<file path="src/rtl/hfxd_pkg.sv">
`default_nettype none
// ----------------------------------------------------------------------------
// hfxd_pkg
// Shared types and constants of the framed serial byte decoder.
// ----------------------------------------------------------------------------
package hfxd_pkg;

    localparam int PAYLOAD_MAX_DEF = 32;

    // Frame count field, wide enough for a payload count of up to 127.
    localparam int CNT_W = 7;

    // One finished frame waiting to be drained from the payload store.
    typedef struct packed {
        logic             bank;
        logic [CNT_W-1:0] count;
    } t_desc;

    // Back end hands a payload bank back to the front end.
    typedef struct packed {
        logic valid;
        logic bank;
    } t_release;

endpackage
`default_nettype wire

</file>
<file path="src/rtl/hfxd_ram.sv">
`default_nettype none
// ----------------------------------------------------------------------------
// hfxd_ram
// Generic single-write, single-read RAM with registered read data.
// ----------------------------------------------------------------------------
module hfxd_ram #(
    parameter int WIDTH = 8,
    parameter int DEPTH = 64
) (
    input  wire logic                     i_clk,
    input  wire logic                     i_we,
    input  wire logic [$clog2(DEPTH)-1:0] i_waddr,
    input  wire logic [WIDTH-1:0]         i_wdata,
    input  wire logic                     i_re,
    input  wire logic [$clog2(DEPTH)-1:0] i_raddr,
    output logic      [WIDTH-1:0]         o_rdata
);

    logic [WIDTH-1:0] r_mem [DEPTH];
    logic [WIDTH-1:0] r_rdata;

    always_ff @(posedge i_clk) begin
        if (i_we) begin
            r_mem[i_waddr] <= i_wdata;
        end
        if (i_re) begin
            r_rdata <= r_mem[i_raddr];
        end
    end

    assign o_rdata = r_rdata;

endmodule
`default_nettype wire

</file>
<file path="src/rtl/hfxd_front.sv">
`default_nettype none
// ----------------------------------------------------------------------------
// hfxd_front
// Header parser: matches the header, length and separator, writes payload
// bytes into one of two store banks and posts a descriptor on a good checksum.
// ----------------------------------------------------------------------------
module hfxd_front
    import hfxd_pkg::*;
#(
    parameter int PAYLOAD_MAX = PAYLOAD_MAX_DEF
) (
    input  wire logic                               i_clk,
    input  wire logic                               i_rst_n,
    input  wire logic                               i_rx_valid,
    output logic                                    o_rx_stall,
    input  wire logic [7:0]                         i_rx_byte,
    output logic                                    o_we,
    output logic [$clog2(2*PAYLOAD_MAX)-1:0]        o_waddr,
    output logic [7:0]                              o_wdata,
    output logic                                    o_push,
    output t_desc                                   o_desc,
    input  wire t_release                           i_release
);

    localparam int FW = $clog2(PAYLOAD_MAX + 1);
    localparam int AW = $clog2(2 * PAYLOAD_MAX);

    localparam logic [2:0] ST_WAIT_U   = 3'd0;
    localparam logic [2:0] ST_WAIT_N   = 3'd1;
    localparam logic [2:0] ST_WAIT_E   = 3'd2;
    localparam logic [2:0] ST_WAIT_R   = 3'd3;
    localparam logic [2:0] ST_WAIT_LEN = 3'd4;
    localparam logic [2:0] ST_WAIT_SEP = 3'd5;
    localparam logic [2:0] ST_PAYLOAD  = 3'd6;

    localparam logic [7:0] CH_U   = 8'h55;
    localparam logic [7:0] CH_N   = 8'h4E;
    localparam logic [7:0] CH_E   = 8'h45;
    localparam logic [7:0] CH_R   = 8'h52;
    localparam logic [7:0] CH_SEP = 8'h3A;
    localparam logic [7:0] HDR_XOR = CH_U ^ CH_N ^ CH_E ^ CH_R ^ CH_SEP;

    logic [2:0]    r_state, n_state;
    logic [7:0]    r_rem,   n_rem;
    logic [7:0]    r_xor,   n_xor;
    logic [FW-1:0] r_fill,  n_fill;
    logic          r_wbank, n_wbank;
    logic [1:0]    r_busy,  n_busy;

    logic accept;
    logic push;

    assign o_rx_stall = (r_state == ST_PAYLOAD) && r_busy[r_wbank];
    assign accept     = i_rx_valid && !o_rx_stall;

    always_comb begin
        n_state = r_state;
        n_rem   = r_rem;
        n_xor   = r_xor;
        n_fill  = r_fill;
        n_wbank = r_wbank;
        push    = 1'b0;
        o_we    = 1'b0;
        if (accept) begin
            unique case (r_state)
                ST_WAIT_N: n_state = (i_rx_byte == CH_N) ? ST_WAIT_E : ST_WAIT_U;
                ST_WAIT_E: n_state = (i_rx_byte == CH_E) ? ST_WAIT_R : ST_WAIT_U;
                ST_WAIT_R: n_state = (i_rx_byte == CH_R) ? ST_WAIT_LEN : ST_WAIT_U;
                ST_WAIT_LEN: begin
                    n_rem   = i_rx_byte;
                    n_fill  = '0;
                    n_xor   = HDR_XOR ^ i_rx_byte;
                    n_state = ST_WAIT_SEP;
                end
                ST_WAIT_SEP: n_state = (i_rx_byte == CH_SEP) ? ST_PAYLOAD : ST_WAIT_U;
                ST_PAYLOAD: begin
                    if (r_rem > 8'd1) begin
                        if (r_fill >= FW'(PAYLOAD_MAX)) begin
                            n_state = ST_WAIT_U;
                        end else begin
                            o_we   = 1'b1;
                            n_fill = r_fill + FW'(1);
                            n_xor  = r_xor ^ i_rx_byte;
                            n_rem  = r_rem - 8'd1;
                        end
                    end else begin
                        if ((r_xor == i_rx_byte) && (r_fill != '0)) begin
                            push    = 1'b1;
                            n_wbank = !r_wbank;
                        end
                        n_state = ST_WAIT_U;
                    end
                end
                default: n_state = (i_rx_byte == CH_U) ? ST_WAIT_N : ST_WAIT_U;
            endcase
        end
    end

    always_comb begin
        n_busy = r_busy;
        if (push) begin
            n_busy[r_wbank] = 1'b1;
        end
        if (i_release.valid) begin
            n_busy[i_release.bank] = 1'b0;
        end
    end

    always_ff @(posedge i_clk) begin
        if (!i_rst_n) begin
            r_state <= ST_WAIT_U;
            r_rem   <= '0;
            r_xor   <= '0;
            r_fill  <= '0;
            r_wbank <= 1'b0;
            r_busy  <= '0;
        end else begin
            r_state <= n_state;
            r_rem   <= n_rem;
            r_xor   <= n_xor;
            r_fill  <= n_fill;
            r_wbank <= n_wbank;
            r_busy  <= n_busy;
        end
    end

    assign o_waddr = r_wbank ? (AW'(PAYLOAD_MAX) + AW'(r_fill)) : AW'(r_fill);
    assign o_wdata = i_rx_byte;
    assign o_push  = push;
    assign o_desc  = '{bank: r_wbank, count: CNT_W'(r_fill)};

endmodule
`default_nettype wire

</file>
<file path="src/rtl/hfxd_queue.sv">
`default_nettype none
// ----------------------------------------------------------------------------
// hfxd_queue
// Two-entry descriptor queue between the parser and the drain side.
// ----------------------------------------------------------------------------
module hfxd_queue
    import hfxd_pkg::*;
(
    input  wire logic  i_clk,
    input  wire logic  i_rst_n,
    input  wire logic  i_push,
    input  wire t_desc i_desc,
    input  wire logic  i_pop,
    output logic       o_nonempty,
    output logic       o_full,
    output t_desc      o_desc
);

    t_desc      r_ent [2];
    logic       r_wp, r_rp;
    logic [1:0] r_cnt;
    logic       do_push, do_pop;

    assign do_push = i_push && (r_cnt != 2'd2);
    assign do_pop  = i_pop && (r_cnt != 2'd0);

    always_ff @(posedge i_clk) begin
        if (do_push) begin
            r_ent[r_wp] <= i_desc;
        end
    end

    always_ff @(posedge i_clk) begin
        if (!i_rst_n) begin
            r_wp  <= 1'b0;
            r_rp  <= 1'b0;
            r_cnt <= '0;
        end else begin
            if (do_push) r_wp <= !r_wp;
            if (do_pop)  r_rp <= !r_rp;
            r_cnt <= r_cnt + {1'b0, do_push} - {1'b0, do_pop};
        end
    end

    assign o_nonempty = (r_cnt != 2'd0);
    assign o_full     = (r_cnt == 2'd2);
    assign o_desc     = r_ent[r_rp];

endmodule
`default_nettype wire

</file>
<file path="src/rtl/hfxd_back.sv">
`default_nettype none
// ----------------------------------------------------------------------------
// hfxd_back
// Drain side: takes a descriptor, reads the stored payload bank byte by
// byte and presents each byte through an output register.
// ----------------------------------------------------------------------------
module hfxd_back
    import hfxd_pkg::*;
#(
    parameter int PAYLOAD_MAX = PAYLOAD_MAX_DEF
) (
    input  wire logic                        i_clk,
    input  wire logic                        i_rst_n,
    input  wire logic                        i_desc_valid,
    input  wire t_desc                       i_desc,
    output logic                             o_pop,
    output logic                             o_re,
    output logic [$clog2(2*PAYLOAD_MAX)-1:0] o_raddr,
    input  wire logic [7:0]                  i_rdata,
    output t_release                         o_release,
    output logic                             o_out_valid,
    input  wire logic                        i_out_stall,
    output logic [7:0]                       o_out_byte,
    output logic                             o_is_command,
    output logic                             o_last_byte
);

    localparam int AW = $clog2(2 * PAYLOAD_MAX);

    logic             r_busy;
    logic             r_bank;
    logic [CNT_W-1:0] r_cnt;
    logic [CNT_W-1:0] r_k;
    logic             r_pend, r_pend_cmd, r_pend_last;
    logic             r_ov;
    logic [7:0]       r_ob;
    logic             r_oc, r_ol;
    logic             issue, last_issue;

    assign o_pop      = !r_busy && i_desc_valid;
    assign issue      = r_busy && !r_pend && (!r_ov || !i_out_stall);
    assign last_issue = (r_k + CNT_W'(1)) == r_cnt;
    assign o_re       = issue;
    assign o_raddr    = r_bank ? (AW'(PAYLOAD_MAX) + AW'(r_k)) : AW'(r_k);
    assign o_release  = '{valid: issue && last_issue, bank: r_bank};

    always_ff @(posedge i_clk) begin
        if (!i_rst_n) begin
            r_busy <= 1'b0;
            r_pend <= 1'b0;
            r_ov   <= 1'b0;
        end else begin
            if (o_pop) begin
                r_busy <= 1'b1;
            end else if (issue && last_issue) begin
                r_busy <= 1'b0;
            end
            r_pend <= issue;
            if (r_pend) begin
                r_ov <= 1'b1;
            end else if (!i_out_stall) begin
                r_ov <= 1'b0;
            end
        end
    end

    always_ff @(posedge i_clk) begin
        if (o_pop) begin
            r_bank <= i_desc.bank;
            r_cnt  <= i_desc.count;
            r_k    <= '0;
        end else if (issue) begin
            r_k <= r_k + CNT_W'(1);
        end
        if (issue) begin
            r_pend_cmd  <= (r_k == '0);
            r_pend_last <= last_issue;
        end
        if (r_pend) begin
            r_ob <= i_rdata;
            r_oc <= r_pend_cmd;
            r_ol <= r_pend_last;
        end
    end

    assign o_out_valid  = r_ov;
    assign o_out_byte   = r_ob;
    assign o_is_command = r_oc;
    assign o_last_byte  = r_ol;

endmodule
`default_nettype wire

</file>
<file path="src/rtl/header_framed_xor_frame_decoder_unit.sv">
`default_nettype none
// ----------------------------------------------------------------------------
// header_framed_xor_frame_decoder_unit
// Framed serial byte decoder: header, length byte, XOR checksum; releases
// the payload of a good frame as a run of bytes.
// ----------------------------------------------------------------------------
// Channel  Direction  Signals                                     Transfer
// rx       in         i_rx_valid o_rx_stall i_rx_byte              valid & !stall
// out      out        o_out_valid i_out_stall o_out_byte
//                     o_is_command o_last_byte                     valid & !stall
//
// Parser takes one received byte per cycle while it is not stalling.
// Drain side reads each payload byte from the store (registered read), then
// loads it into the output register before it issues the next read.
// Two store banks: the parser stalls on payload bytes while its bank still holds an undrained frame.
// Synchronous active-low reset; the payload store is not cleared.
// ----------------------------------------------------------------------------
module header_framed_xor_frame_decoder_unit
    import hfxd_pkg::*;
#(
    parameter int PAYLOAD_MAX = PAYLOAD_MAX_DEF
) (
    input  wire logic       i_clk,
    input  wire logic       i_rst_n,
    input  wire logic       i_rx_valid,
    output logic            o_rx_stall,
    input  wire logic [7:0] i_rx_byte,
    output logic            o_out_valid,
    input  wire logic       i_out_stall,
    output logic [7:0]      o_out_byte,
    output logic            o_is_command,
    output logic            o_last_byte
);

    localparam int DEPTH = 2 * PAYLOAD_MAX;
    localparam int AW    = $clog2(DEPTH);

    logic          we, re;
    logic [AW-1:0] waddr, raddr;
    logic [7:0]    wdata, rdata;
    logic          push, pop, q_nonempty, q_full;
    t_desc         desc_in, desc_out;
    t_release      release_bank;

    hfxd_front #(.PAYLOAD_MAX(PAYLOAD_MAX)) u_front (
        .i_clk      (i_clk),
        .i_rst_n    (i_rst_n),
        .i_rx_valid (i_rx_valid),
        .o_rx_stall (o_rx_stall),
        .i_rx_byte  (i_rx_byte),
        .o_we       (we),
        .o_waddr    (waddr),
        .o_wdata    (wdata),
        .o_push     (push),
        .o_desc     (desc_in),
        .i_release  (release_bank)
    );

    hfxd_ram #(.WIDTH(8), .DEPTH(DEPTH)) u_store (
        .i_clk   (i_clk),
        .i_we    (we),
        .i_waddr (waddr),
        .i_wdata (wdata),
        .i_re    (re),
        .i_raddr (raddr),
        .o_rdata (rdata)
    );

    hfxd_queue u_queue (
        .i_clk      (i_clk),
        .i_rst_n    (i_rst_n),
        .i_push     (push),
        .i_desc     (desc_in),
        .i_pop      (pop),
        .o_nonempty (q_nonempty),
        .o_full     (q_full),
        .o_desc     (desc_out)
    );

    hfxd_back #(.PAYLOAD_MAX(PAYLOAD_MAX)) u_back (
        .i_clk        (i_clk),
        .i_rst_n      (i_rst_n),
        .i_desc_valid (q_nonempty),
        .i_desc       (desc_out),
        .o_pop        (pop),
        .o_re         (re),
        .o_raddr      (raddr),
        .i_rdata      (rdata),
        .o_release    (release_bank),
        .o_out_valid  (o_out_valid),
        .i_out_stall  (i_out_stall),
        .o_out_byte   (o_out_byte),
        .o_is_command (o_is_command),
        .o_last_byte  (o_last_byte)
    );

    a_no_push_when_full: assert property (@(posedge i_clk) disable iff (!i_rst_n)
        !(push && q_full))
        else $error("descriptor pushed into a full queue");

    a_no_rw_collision: assert property (@(posedge i_clk) disable iff (!i_rst_n)
        !(we && re && (waddr == raddr)))
        else $error("payload write hits the entry being drained");

    a_pushed_frame_nonempty: assert property (@(posedge i_clk) disable iff (!i_rst_n)
        push |-> (desc_in.count != '0))
        else $error("empty frame posted for draining");

    a_last_clears_busy: assert property (@(posedge i_clk) disable iff (!i_rst_n)
        (o_out_valid && !i_out_stall && o_last_byte) |-> !(re && $past(re) && !$past(we)
        && ($past(raddr) == raddr)))
        else $error("drain reread after last byte");

endmodule
`default_nettype wire
</file>
<file path="config.mk">
export PLATFORM = sky130hd
export DESIGN_NAME = header_framed_xor_frame_decoder_unit
export DESIGN_NICKNAME = d
export VERILOG_FILES = /design/src/rtl/hfxd_pkg.sv /design/src/rtl/hfxd_ram.sv /design/src/rtl/hfxd_front.sv /design/src/rtl/hfxd_queue.sv /design/src/rtl/hfxd_back.sv /design/src/rtl/header_framed_xor_frame_decoder_unit.sv
export SDC_FILE = /design/constraint.sdc
export NUM_CORES = 1
export LEC_CHECK = 0
export BUFFER_PORTS_ARGS = -buffer_cell sky130_fd_sc_hd__buf_2
export CAP_MARGIN = 20
export CORE_ASPECT_RATIO = 1.75
export CORE_MARGIN = 4
export CORE_UTILIZATION = 42
export CTS_BUF_LIST = sky130_fd_sc_hd__clkbuf_4 sky130_fd_sc_hd__clkbuf_8
export DETAILED_ROUTE_END_ITERATION = 10
export GPL_ROUTABILITY_DRIVEN = 0
export GPL_TIMING_DRIVEN = 0
export PLACE_DENSITY = 0.65
export REMOVE_ABC_BUFFERS = 1
export SLEW_MARGIN = 20
export SYNTH_ARGS = -nofsm -noshare
export SYNTH_HDL_FRONTEND = slang
export SYNTH_HIERARCHICAL = 1
export SYNTH_SLANG_ARGS = --single-unit
</file>
<file path="constraint.sdc">
create_clock -name i_clk -period 8.4 [get_ports i_clk]
set_input_delay 0.42 -clock i_clk [delete_from_list [all_inputs] [get_ports i_clk]]
set_output_delay 0.42 -clock i_clk [all_outputs]
set_load 0.01 [all_outputs]
</file>
==> impl_metrics.json <==
{
  "status": "finished clean",
  "ant_nets": 0,
  "path_class": "flop to flop",
  "cts_setup_buffers": 0,
  "grtUsageMet1_pct": 18.85,
  "ios": 24,
  "synth_warnings": 6,
  "whs_path_depth": 3,
  "synth_area_sq_mm": 0.02432,
  "routedWlPerCell_microns": 24.29,
  "design_area_sq_mm": 0.02667,
  "clk_pin_slew_ns": 0.06,
  "fp.dieArea_sq_mm": 0.06197,
  "drt_iter0_markers": 819,
  "vias_per_cell": 5.617,
  "rsz0062_at_grt": "false",
  "clk_latency_ns": 0.65,
  "reg2reg_depth": 5,
  "timing.final.hold_violations": 0,
  "place_hpwl_microns": 33420,
  "cts_resized": 0,
  "cts_buffers": 81,
  "htree_levels": 3,
  "dieWidth_microns": 189.9,
  "met3_usage_pct": 2.416,
  "io_buffer_count": 23,
  "fin_crit_ns": 4.198,
  "p_leak_nw": 8.309,
  "hold_end": "u_back/o_out_valid$_SDFFE_PN0P_",
  "area_growth_syn_to_layout_pct": 9.657,
  "grt_max_degree": 73,
  "busiest_layer": "met2",
  "wl_microns": 53460,
  "clockBufferDepth": 3,
  "die_h_microns": 326.3,
  "end_kind": "flop",
  "worstPathArrival_ns": 4.45,
  "use_met2_pct": 32.85,
  "final_cell_mix": "edfxtp_1, mux4_2, nor2_1",
  "antenna_found_initial": 1,
  "core_sq_mm": 0.05733,
  "start_util_pct": 42.42,
  "num_vias": 12360,
  "syn_avg_cell_area_sq_um": 18.04,
  "drc": 0,
  "drt_first_pass_iters": 5,
  "grt_pass1_wl_microns": 79970,
  "grtUsageTotal_pct": 17.23,
  "clock-sinks": 599,
  "final_common_cell": "edfxtp_1",
  "drive_gt1_share_pct": 22.82,
  "cts_hold_buf": 0,
  "power.total_mw": 5.432,
  "fin_crit_sh_pct": 49.98,
  "slew-limit-headroom_pct": 31.04,
  "irDropWorstVdd_v": 0.00008623,
  "power_density_mw_per_mm2": 203.7,
  "cts_tree": "done",
  "path_max_fanout": 13,
  "grt.overflow.total": 0,
  "clock.fmax_mhz": 238.2,
  "postPlaceCellArea_sq_mm": 0.02512,
  "cp_data_required_time_ns": 8.65,
  "max_cap_viol_count": 0,
  "r2r_end": "u_store/r_mem[17][1]$_DFFE_PP_",
  "tightest_slew_ns": 1.031,
  "drv_slew": 0,
  "hp-start": "i_out_stall",
  "finClkSkew_ns": 0.02528,
  "cp-start-kind": "flop",
  "ctsRootBufferMaster": "clkbuf_8",
  "synthCells": 1348,
  "num_rows": 116,
  "nets": 1393,
  "reg2reg_from": "u_front/r_state[2]$_SDFFE_PN0P_",
  "r2r_slack_ns": 4.20,
  "grt_pass1_vias": 12860,
  "hp-class": "input pin to flop",
  "final-setup-viol-count": 0
}
-- through the flow --
stage               TNS (ns)  std cells  utilization (%)  setup slack (ns)  hold WS (ns)
floorplan                  0       1256                -             1.289        0.4003
global placement      -22.34       2046            43.26            -2.473        0.4024
detailed placement         0       2057            43.81             4.293        0.4093
CTS                        0       2200            46.48             4.227       0.03728
global route               0       2201            46.51             4.022        0.1148
finish                     0       2201            46.51             4.202       0.09420
-- per-layer routing --
layer  vias to the layer above  wire length, microns  part of all wire (%)
met5                         -                     0                     0
met4                         0                  1966                   3.7
met3                       105                  2422                   4.5
met2                       396                 30440                    57
met1                      6445                 18640                    35
li1                       5418                     -                     -
-- power breakdown --
group          internal, mW  switching, mW
Combinational       0.00855         0.0560
Clock                  1.09           1.03
Sequential             3.25        0.00128
Total                  4.34           1.09
-- final cells by class --
type	instances	area, sq um
fill	4811	30660
sequential	599	17570
multi-input combinational	639	6152
clock buffer	100	1270
tap	767	959.7
timing repair buffer	34	380.4
clock inverter	43	261.5
inverter	18	67.56
antenna	1	2.502
-- critical path, cell delays in order, from the launching register on --
cell     delay, ns
dfxtp_1       0.49
and3b_1       0.54
nand3_1       0.25
nor3_2        0.77
nand3_1       0.76
nor2_1        0.99
-- sequential cells by signal, indices dropped and copies added, names as in the netlist, 2 cells and up, named ones only --
| signal | count |
|---|---|
| u_store/o_rdata | 8 |
| u_back/r_k | 7 |
| u_front/r_fill | 6 |
| u_store/r_mem | 512 |
| u_back/r_cnt | 7 |
| u_front/r_xor | 8 |
| u_queue/r_ent | 16 |
| u_back/o_out_byte | 8 |
| u_front/r_rem | 8 |
| u_front/r_state | 3 |
| u_queue/r_cnt | 2 |
| u_front/r_busy | 2 |
-- how the worst max path moves through the flow --
stage	startpoint	to	slack, ns	cells past startpoint
2_1_floorplan	u_back/r_k[0]$_SDFFE_PP0P_	u_store/o_rdata[4]$_DFFE_PP_	1.29	5
3_3_place_gp	u_back/r_k[0]$_SDFFE_PP0P_	u_store/o_rdata[5]$_DFFE_PP_	-2.47	4
3_5_place_dp	i_rx_valid	u_store/r_mem[56][4]$_DFFE_PP_	4.29	7
4_1_cts	u_front/r_rem[0]$_SDFFE_PN0P_	u_store/r_mem[17][1]$_DFFE_PP_	4.23	7
5_1_grt	u_front/r_state[2]$_SDFFE_PN0P_	u_store/r_mem[17][1]$_DFFE_PP_	4.02	5
6_report	u_front/r_state[2]$_SDFFE_PN0P_	u_store/r_mem[17][1]$_DFFE_PP_	4.20	5
Note: power is estimated with default switching activity, not from simulation.
